$ cat config.mk
export PLATFORM = sky130hd
export DESIGN_NAME = gfpa_front
export DESIGN_NICKNAME = d
export VERILOG_FILES = /design/src/design/gfpa_pkg.sv /design/src/design/gfpa_front.sv
export SDC_FILE = /design/constraint.sdc
export NUM_CORES = 1
export LEC_CHECK = 0
export ABC_AREA = 1
export BUFFER_PORTS_ARGS = -buffer_cell sky130_fd_sc_hd__buf_2
export CAP_MARGIN = 10
export CORE_UTILIZATION = 35
export DETAILED_ROUTE_END_ITERATION = 12
export SLEW_MARGIN = 30
export SYNTH_ARGS = -nofsm -noshare
export SYNTH_HDL_FRONTEND = slang
export SYNTH_SLANG_ARGS = --single-unit
$ cat constraint.sdc
create_clock -name clk -period 1.8 [get_ports clk]
set_input_delay 0 -clock clk [delete_from_list [all_inputs] [get_ports clk]]
set_output_delay 0 -clock clk [all_outputs]
set_load 0.05 [all_outputs]
$ cat src/design/gfpa_pkg.sv
// shared types and constants of the growable fifo page allocator
`timescale 1ns / 1ps
`default_nettype none

package gfpa_pkg;

  localparam int MAX_PAGES  = 1024;
  localparam int PAGE_BYTES = 4096;

  // fixed field widths
  localparam int PAGE_FW   = 10;
  localparam int PROT_FW   = 2;
  localparam int OFFSET_FW = 22;
  localparam int STATUS_FW = 2;
  localparam int CFG_W     = 11;

  // derived widths
  localparam int RING_AW = (MAX_PAGES > 1) ? $clog2(MAX_PAGES) : 1;
  localparam int CNT_W   = $clog2(MAX_PAGES + 1);
  localparam int PB_W    = $clog2(PAGE_BYTES + 1);
  localparam int GROW_W  = (CNT_W + 1 > CFG_W) ? CNT_W + 1 : CFG_W;

  localparam logic [CFG_W-1:0] INITIAL_PAGES_RST = CFG_W'(256);

  typedef enum logic {
    OP_ALLOC = 1'b0,
    OP_FREE  = 1'b1
  } op_t;

  typedef enum logic [STATUS_FW-1:0] {
    ST_OK           = 2'd0,
    ST_OUT_OF_PAGES = 2'd1,
    ST_BAD_PAGE     = 2'd2
  } status_t;

  typedef enum logic {
    BK_EXEC   = 1'b0,
    BK_RDWAIT = 1'b1
  } bk_state_t;

  typedef struct packed {
    op_t                op;
    logic [PAGE_FW-1:0] page_number;
    logic [PROT_FW-1:0] prot_req;
  } in_item_t;

  typedef struct packed {
    logic [PAGE_FW-1:0]   page_number_out;
    logic [OFFSET_FW-1:0] byte_offset;
    logic                 grew;
    logic                 apply_protect;
    status_t              status;
  } out_item_t;

  // classified request as queued between front and back
  typedef struct packed {
    logic               is_free;
    logic [PAGE_FW-1:0] page;
    logic               want_write;
  } req_t;

  // queue handshake between front and back
  typedef struct packed {
    logic valid;
    req_t req;
  } queue_out_t;

endpackage

`default_nettype wire

$ cat src/design/gfpa_front.sv
// front end: accepts requests, classifies them and queues them for the back end
`timescale 1ns / 1ps
`default_nettype none

module gfpa_front
  import gfpa_pkg::*;
(
  input  wire logic       clk,
  input  wire logic       rst_n,
  input  wire logic       in_valid,
  output logic            in_stall,
  input  wire in_item_t   in_data,
  output queue_out_t      q_out,
  input  wire logic       q_pop
);

  req_t       q_mem_r [2];
  logic       wr_ptr_r, wr_ptr_nxt;
  logic       rd_ptr_r, rd_ptr_nxt;
  logic [1:0] count_r, count_nxt;
  logic       push;
  logic       pop;
  req_t       req_in;

  assign in_stall = (count_r == 2'd2);
  assign push     = in_valid && !in_stall;
  assign pop      = q_pop && (count_r != 2'd0);

  always_comb begin
    req_in.is_free    = (in_data.op == OP_FREE);
    req_in.page       = in_data.page_number;
    req_in.want_write = in_data.prot_req[1];
  end

  always_comb begin
    wr_ptr_nxt = push ? ~wr_ptr_r : wr_ptr_r;
    rd_ptr_nxt = pop ? ~rd_ptr_r : rd_ptr_r;
    count_nxt  = count_r + 2'(push) - 2'(pop);
  end

  always_ff @(posedge clk) begin
    if (!rst_n) begin
      wr_ptr_r <= 1'b0;
      rd_ptr_r <= 1'b0;
      count_r  <= 2'd0;
    end else begin
      wr_ptr_r <= wr_ptr_nxt;
      rd_ptr_r <= rd_ptr_nxt;
      count_r  <= count_nxt;
    end
  end

  always_ff @(posedge clk) begin
    if (push) begin
      q_mem_r[wr_ptr_r] <= req_in;
    end
  end

  assign q_out.valid = (count_r != 2'd0);
  assign q_out.req   = q_mem_r[rd_ptr_r];

endmodule

`default_nettype wire

==> flow_summary.json, run 1 <==
{
  "final_nets": 146,
  "gp_congestion": 0.594,
  "seq_area_um2": 821,
  "ctsResizeCount": 0,
  "std_cell_rows": 20,
  "fp.dieW_um": 59.3,
  "worst_pin_slew_ns": 0.507,
  "cts_tree": "built",
  "grt_usage_pct": 12.2,
  "cap_violations": 0,
  "drcViolationCount": 0,
  "grt.overflow.total": 0,
  "finalCriticalPeriod_ns": 1.51,
  "numCtsBuffers": 5,
  "drt-initial-drc-count": 17,
  "multiInputGateArea_um2": 287,
  "num_vias": 719,
  "critPathArrivalTime_ns": 1.73,
  "hp-start": "in_data[11]",
  "hold_end": "q_mem_r[1][10]",
  "grt_pass1_vias": 707,
  "synth_common_cells": "edfxtp_1 (24), mux2_4 (10), nand2_1 (9), inv_1 (8), nor2_1 (8)",
  "synth_edf_count": 24,
  "fillers": 280,
  "io_pins": 31,
  "area_delta_synth_final_pct": 35.8,
  "crit_path_max_incr_delay_ns": 0.36,
  "ys_seq_area_share_pct": 71.5,
  "yosysTopAreaCellShare_pct": 62.7,
  "grt_pass1_wl_um": 2900,
  "final.setup_skew_ns": 0.00923,
  "clock_latency_ns": 0.32,
  "postCtsSetupRepairBufs": 0,
  "hpwl_um": 1200,
  "ys_warn_count": 0,
  "yosys-top-cells-area": "edfxtp_1 (63%), mux2_4 (13%), dfxtp_1 (8.7%)",
  "dieArea_um2": 3510,
  "htreeDepth": 2,
  "cts.sinks": 29,
  "syn_nets": 93,
  "antenna_found_initial": 0,
  "rr_worst_depth": 10,
  "path_delay_family": "adder cells",
  "synth.ff_latch_count": 29,
  "worstPathMaxFanout": 4,
  "ant_nets": 0,
  "power.leakage_nw": 0.678,
  "grt_max_degree": 13,
  "cp_slowest_cell": "dfxtp_1",
  "clk_pin_slew_worst_paths_ns": 0.09,
  "ff2ff_setup_slack_ns": 0.29,
  "clk_path_buf_depth": 2,
  "status": "finished, final reports clean",
  "path_buf_inv": 3,
  "slew_headroom_pct": 66.2,
  "netlist_instances": 74,
  "layout-drive-gt1-share_pct": 39.1,
  "p_per_area_nw_per_um2": 1400,
  "wirelength_um": 1800,
  "synth.distinct_cells": 11,
  "postSynthAreaPerCell_um2": 15.5,
  "cp_cell_sequence": "inv_1 -> nand2_1 -> nand2_1 -> ha_1 -> inv_1 -> ha_1 -> inv_1 -> nand2_1 -> a21oi_1 -> nor2_1",
  "synth_most_common_cell": "edfxtp_1",
  "hold_path_class": "input pin to flip-flop",
  "fin_crit_sh_pct": 84.0,
  "max_freq_mhz": 661,
  "netlist_area_um2": 1150,
  "setup_viol": 0,
  "vias_per_cell": 4.18,
  "synthFlopType": "edfxtp_1",
  "firstDrtPassIters": 3,
  "critPathCaptureType": "flip-flop",
  "finalPower_mw": 2.18,
  "ir_drop_v": 0.000740,
  "timing.rr.start": "count_r[0]",
  "diodes": 0,
  "rsz0062_at_grt": "no",
  "holdPathStages": 2,
  "routedWlPerCell_um": 10.4,
  "synth_top_area_cell": "edfxtp_1",
  "fin_setup_tns_ns": 0,
  "cp.required_ns": 2.01,
  "cts_root_buf": "clkbuf_4",
  "core_area_um2": 3080,
  "setup.worst_path.class": "flip-flop to flip-flop",
  "finalHoldViolCount": 0,
  "slew_violations": 0,
  "async_flop_share_pct": 0,
  "io_buffer_count": 29,
  "die_y_um": 59.3,
  "reg2reg_to": "count_r[1]",
  "startpoint_type": "flip-flop",
  "initial_utilization_pct": 37.3
}
==> kinds of logic after synthesis <==
group	synth area share [%]
DFF	71.5
and+or+nand+nor	6.86
muxes	15.0
buffers and inverters	3.59
AOI/OAI and AO/OA	0.871
adders and majority gates	2.18
==> cell usage in the layout, fill, tap and decap left out <==
| master | instances |
|---|---|
| nor2_1 | 8 |
| buf_2 | 29 |
| ha_1 | 2 |
| clkinv_2 | 1 |
| dfxtp_1 | 5 |
| edfxtp_1 | 24 |
| mux2_4 | 10 |
| mux2_2 | 2 |
| a21oi_1 | 2 |
| inv_1 | 8 |
| buf_4 | 3 |
| clkinv_1 | 2 |
| dlygate4sd3_1 | 15 |
| nand2_1 | 9 |
| nand3_1 | 3 |
| clkbuf_4 | 5 |
==> final cells by class <==
class	instances	area share [%]
clock buffer	5	2.41
clock inverter	3	0.802
inverter	8	1.92
multi-input combinational	36	18.4
sequential	29	52.6
tap	44	3.53
timing repair buffer	47	20.4
==> state kept, by name (all words and copies together), names as in the netlist, named ones only <==
| register | count |
|---|---|
| wr_ptr_r | 1 |
| rd_ptr_r | 1 |
| count_r | 2 |
| q_mem_r | 24 |
==> per-layer routing <==
metal | vias to the layer above | routed length, µm | track usage [%]
li1 | 365 | - | -
met1 | 320 | 776 | 12.5
met2 | 27 | 845 | 20.1
met3 | 7 | 118 | 4.59
met4 | 0 | 55 | 9.18
met5 | - | 0 | 0
==> timing repair <==
item	CTS	global route
setup endpoints to repair	0	0
hold buffers	15	0
endpoints found under the hold margin	29	0
==> worst max path at each step <==
stage	endpoint	from	depth (start not counted)
3_5_place_dp	count_r[1]	count_r[0]	10
5_1_grt	count_r[1]	count_r[0]	10
3_3_place_gp	count_r[1]	count_r[0]	10
6_report	count_r[1]	count_r[0]	10
4_1_cts	count_r[1]	count_r[0]	10
2_1_floorplan	q_mem_r[0][0]	count_r[0]	4
==> per-stage QoR <==
step | util [%] | instance area [µm²] | setup WS (ns) | std cells | hold slack (ns)
after floorplan | - | 1150 | 0.332 | 74 | 0.0935
after global placement | 44.2 | 1360 | 0.357 | 149 | 0.190
after detailed placement | 44.2 | 1360 | 0.282 | 149 | 0.194
after CTS | 50.7 | 1560 | 0.278 | 172 | 0.383
after global routing | 50.7 | 1560 | 0.156 | 172 | 0.383
final | 50.7 | 1560 | 0.287 | 172 | 0.398
==> where the power goes <==
part / internal [mW] / switching, mW / leakage [nW] / total, mW
logic: 0.310 / 0.627 / 0.382 / 0.937
registers: 0.856 / 0.0430 / 0.265 / 0.899
clock network: 0.141 / 0.204 / 0.0300 / 0.345
total: 1.31 / 0.874 / 0.678 / 2.18
Note: power is estimated with default switching activity, not from simulation.
==> run 2, diff against run 1 <==
==> constraint.sdc (replaced) <==
create_clock -name clk -period 1.3 [get_ports clk]
set_input_delay 0 -clock clk [delete_from_list [all_inputs] [get_ports clk]]
set_output_delay 0 -clock clk [all_outputs]
set_load 0.05 [all_outputs]
==> flow_summary.json, run 2 (same netlist as run 1, synthesis figures left out) <==
{
  "largest_register": "q_mem_r",
  "startpoint_type": "flip-flop",
  "firstDrtPassIters": 4,
  "critPathArrivalTime_ns": 1.65,
  "fin_ws_ns": -0.133,
  "p_per_area_nw_per_um2": 2060,
  "p_sw_share_pct": 37.9,
  "drt-initial-drc-count": 10,
  "cts_root_buf": "clkbuf_4",
  "hold_path_class": "input pin to flip-flop",
  "diodes": 0,
  "final_nets": 157,
  "finalCriticalPeriod_ns": 1.43,
  "layout_common_cells": "edfxtp_1 (24), buf_2 (16), dlygate4sd3_1 (15), buf_6 (15)",
  "clk_pin_slew_worst_paths_ns": 0.09,
  "std_cell_rows": 20,
  "rsz0062_at_grt": "yes",
  "setup_viol": 10,
  "cts_tree": "built",
  "vias_per_cell": 4.38,
  "p_comb_share_pct": 49.5,
  "slew_headroom_pct": 83.7,
  "drcViolationCount": 0,
  "gp_congestion": 0.640,
  "layout-drive-gt1-share_pct": 57.6,
  "clk_path_buf_depth": 2,
  "worstPathMaxFanout": 3,
  "ant_nets": 0,
  "cts.sinks": 29,
  "grt_pass1_vias": 781,
  "fp.dieW_um": 59.3,
  "io_buffer_count": 29,
  "critPathCaptureType": "flip-flop",
  "clock_latency_ns": 0.32,
  "numCtsBuffers": 5,
  "num_vias": 801,
  "p_seq_share_pct": 34.5,
  "routedWlPerCell_um": 12.0,
  "hpwl_um": 1450,
  "grt.overflow.total": 0,
  "grt_pass1_wl_um": 3270,
  "holdWs_ns": 0.402,
  "setup.worst_path.class": "flip-flop to flip-flop",
  "area_delta_synth_final_pct": 61.7,
  "ir_drop_v": 0.00134,
  "largest_reg_flops": 24,
  "final_common_cell": "edfxtp_1",
  "dieArea_um2": 3510,
  "max_freq_mhz": 698,
  "final.setup_skew_ns": 0.00423,
  "status": "finished, violations left",
  "wirelength_um": 2200,
  "worst_pin_slew_ns": 0.246,
  "cp.required_ns": 1.52,
  "power.leakage_nw": 0.784,
  "fin_setup_tns_ns": -0.257,
  "grt_max_degree": 10,
  "largest_registers": "q_mem_r (24), count_r (2)",
  "internal_power_mw": 2.38,
  "slew_violations": 0,
  "p_clk_share_pct": 16.0,
  "finalHoldViolCount": 0,
  "initial_utilization_pct": 37.3,
  "fin_crit_sh_pct": 110,
  "htreeDepth": 2,
  "cap_violations": 0,
  "grt_usage_pct": 13.5,
  "antenna_found_initial": 0,
  "io_pins": 31,
  "violations": "negative setup slack",
  "p_sw_mw": 1.45,
  "die_y_um": 59.3,
  "core_area_um2": 3080
}
==> run 2: cell types whose count changed in the layout (fill, tap and decap cells not counted), sizes merged <==
| cell | change |
|---|---|
| buf | +11 |
| clkinv | -2 |
| clkbuf | +2 |
==> run 2: final timing paths <==
kind,from,to,slack [ns],cells after the start
worst max register to register,count_r[0],count_r[1],-0.13,10
worst min register to register,rd_ptr_r,rd_ptr_r,0.53,2
worst min-delay path,in_data[1],q_mem_r[1][0],0.40,2
worst max-delay path,count_r[0],count_r[1],-0.13,10
==> run 2: cell type report <==
type	instances	area (µm²)
clock inverters	1	5.00
fillers	251	1220
multi-input cells	36	358
flip-flops and latches	29	832
clock buffers	7	65.1
inverters	8	32.5
well taps	44	55.1
repair buffers	58	509
==> run 2: timing repair <==
action,4_1_cts,5_1_grt
hold buffers,15,0
endpoints found under the setup margin,14,31
resized for setup,32,18
pin swaps,5,5
hold endpoints to repair,29,0
setup buffers,2,2
==> run 2: per-layer routing <==
layer | share of wire (%) | global-route usage, % | up-vias
li1 | - | - | 386
met1 | 38 | 13.6 | 371
met3 | 6.3 | 5.90 | 10
met5 | 0 | 0 | -
met4 | 3.2 | 7.14 | 0
met2 | 52 | 23.3 | 34
==> run 2: per-stage QoR <==
| step | utilization [%] | worst slack [ns] | total power, mW | cell area [µm²] | instances |
|---|---|---|---|---|---|
| 2_1_floorplan | - | -0.0262 | 2.34 | 1170 | 74 |
| 3_3_place_gp | 47.4 | -0.0313 | 2.71 | 1460 | 157 |
| 3_5_place_dp | 47.4 | -0.115 | 2.75 | 1460 | 157 |
| 4_1_cts | 58.3 | -0.0611 | 3.68 | 1790 | 182 |
| 5_1_grt | 60.3 | -0.185 | 4.03 | 1860 | 183 |
| 6_report | 60.3 | -0.133 | 3.83 | 1860 | 183 |
==> run 2: power by group through the flow <==
stage | logic [mW] | clock network, mW | registers [mW]
detailed placement | 1.46 | 0 | 1.29
CTS | 1.76 | 0.638 | 1.29
global route | 2.01 | 0.679 | 1.34
finish | 1.90 | 0.614 | 1.32
floorplan | 1.07 | 0 | 1.27
global placement | 1.42 | 0 | 1.28
==> run 2: critical path: stages (launching register included) <==
cell     delay, ns
dfxtp_4       0.39
inv_4         0.05
nand2_4       0.06
nand2_4       0.06
ha_4          0.26
inv_2         0.04
ha_4          0.15
inv_2         0.05
nand2_2       0.06
a21oi_2       0.16
nor2_1        0.06
==> run 3, diff against run 2 <==
--- a/config.mk
+++ b/config.mk
@@ -8,8 +8,11 @@
 export ABC_AREA = 1
 export BUFFER_PORTS_ARGS = -buffer_cell sky130_fd_sc_hd__buf_2
 export CAP_MARGIN = 10
-export CORE_UTILIZATION = 35
+export CELL_PAD_IN_SITES_DETAIL_PLACEMENT = 1
+export CELL_PAD_IN_SITES_GLOBAL_PLACEMENT = 2
+export CORE_UTILIZATION = 31
 export DETAILED_ROUTE_END_ITERATION = 12
+export PLACE_DENSITY_LB_ADDON = 0.1
 export SLEW_MARGIN = 30
 export SYNTH_ARGS = -nofsm -noshare
 export SYNTH_HDL_FRONTEND = slang
==> flow_summary.json, run 3 (same netlist as run 1, synthesis figures left out) <==
{
  "largest_reg_flops": 24,
  "multiInputGateArea_um2": 338,
  "hpwl_um": 1570,
  "placed_area_um2": 1450,
  "finalCriticalPeriod_ns": 1.38,
  "gp_congestion": 0.652,
  "cts_tree": "built",
  "p_per_area_nw_per_um2": 2100,
  "drt-initial-drc-count": 12,
  "violations": "negative setup slack",
  "die_y_um": 62.9,
  "htreeDepth": 2,
  "critPathCaptureType": "flip-flop",
  "clk_path_buf_depth": 2,
  "dieArea_um2": 3950,
  "routedWlPerCell_um": 12.5,
  "std_cell_rows": 21,
  "slew_headroom_pct": 83.4,
  "vias_per_cell": 4.25,
  "holdWs_ns": 0.0401,
  "hold_path_class": "input pin to flip-flop",
  "layout_common_cells": "edfxtp_1 (24), buf_2 (17), dlygate4sd3_1 (13), buf_6 (12)",
  "io_buffer_count": 29,
  "area_delta_synth_final_pct": 57.0,
  "rsz0062_at_grt": "yes",
  "largest_registers": "q_mem_r (24), count_r (2)",
  "grt_max_degree": 13,
  "num_vias": 774,
  "fin_area_um2": 1800,
  "io_pins": 31,
  "layout-drive-gt1-share_pct": 58.1,
  "worstPathMaxFanout": 3,
  "final_nets": 154,
  "setup_viol": 1,
  "largest_register": "q_mem_r",
  "diodes": 0,
  "grt.overflow.total": 0,
  "setup.worst_path.class": "flip-flop to flip-flop",
  "slew_violations": 0,
  "cp.required_ns": 1.47,
  "drcViolationCount": 0,
  "numCtsBuffers": 5,
  "antenna_found_initial": 0,
  "clk_pin_slew_worst_paths_ns": 0.06,
  "cts_root_buf": "clkbuf_8",
  "fp.dieW_um": 62.9,
  "max_freq_mhz": 723,
  "grt_pass1_vias": 845,
  "worst_pin_slew_ns": 0.251,
  "cap_violations": 0,
  "ant_nets": 0,
  "status": "finished, violations left",
  "post-place-ws_ns": -0.0938,
  "firstDrtPassIters": 3,
  "startpoint_type": "flip-flop",
  "final_common_cell": "edfxtp_1",
  "cts.sinks": 29,
  "final.setup_skew_ns": 0.00369,
  "finalPower_mw": 3.78,
  "fillers": 357,
  "grt_pass1_wl_um": 3770,
  "fin_ws_ns": -0.0824,
  "grt_usage_pct": 13.2,
  "initial_utilization_pct": 33.4,
  "wirelength_um": 2280,
  "seq_area_um2": 827,
  "critPathArrivalTime_ns": 1.55,
  "clock_latency_ns": 0.27,
  "fin_crit_sh_pct": 106,
  "ir_drop_v": 0.000968,
  "power.leakage_nw": 0.760,
  "core_area_um2": 3440,
  "finalHoldViolCount": 0
}
[run 3: cell types whose count changed in the layout (fill, tap and decap cells not counted), sizes merged]
cell and delta:
buf -2, clkinv +1, dlygate4sd3 -2
[run 3: layer usage]
metal | part of all wire (%) | wire length (µm) | track usage [%] | vias up
met5 | 0 | 0 | 0 | -
met4 | 1.8 | 42 | 6.98 | 0
met3 | 4.4 | 100 | 4.01 | 5
met2 | 53 | 1200 | 23.8 | 23
met1 | 41 | 929 | 13.4 | 364
li1 | - | - | - | 382
[run 3: layout make-up]
class,instances,share of cell area [%]
Inverter,8,1.67
Sequential cell,29,45.9
Clock buffer,6,4.02
Multi-Input combinational cell,36,18.7
Timing Repair Buffer,55,26.0
Clock inverter,2,0.555
Tap cell,46,3.19
[run 3: worst paths after layout]
path | slack [ns] | startpoint | cells past startpoint | end
setup / recovery | -0.08 | count_r[0] | 10 | count_r[1]
hold reg to reg | 0.51 | rd_ptr_r | 2 | rd_ptr_r
setup reg to reg | -0.08 | count_r[0] | 10 | count_r[1]
hold / removal | 0.04 | in_valid | 3 | wr_ptr_r
[run 3: stage by stage]
step                      instances  TNS (ns)  util [%]
after CTS                       182   -0.0422      51.0
after floorplan                  74   -0.0262         -
after global placement          157    -0.128      42.0
after global routing            182    -0.684      52.4
after detailed placement        157    -0.106      42.0
final                           182   -0.0824      52.4
[run 3: critical path: stages, from the launching register on]
cell and delay (ns):
dfxtp_2 0.35, inv_2 0.05, nand2_2 0.07, nand2_2 0.08, ha_4 0.27, inv_2 0.04
ha_4 0.15, inv_2 0.05, nand2_2 0.05, a21oi_2 0.13, nor2_1 0.04
[run 3: power breakdown]
group	internal [mW]	total [mW]	switching [mW]
sequential	1.20	1.29	0.0852
combinational	0.803	1.82	1.01
clock	0.369	0.683	0.313
[run 3: repair_timing]
action | 4_1_cts | 5_1_grt
endpoints found under the setup margin | 12 | 32
hold buffers | 13 | 0
gates resized for setup | 23 | 15
pin swaps | 5 | 3
endpoints found under the hold margin | 26 | 0
buffers inserted | 4 | 0
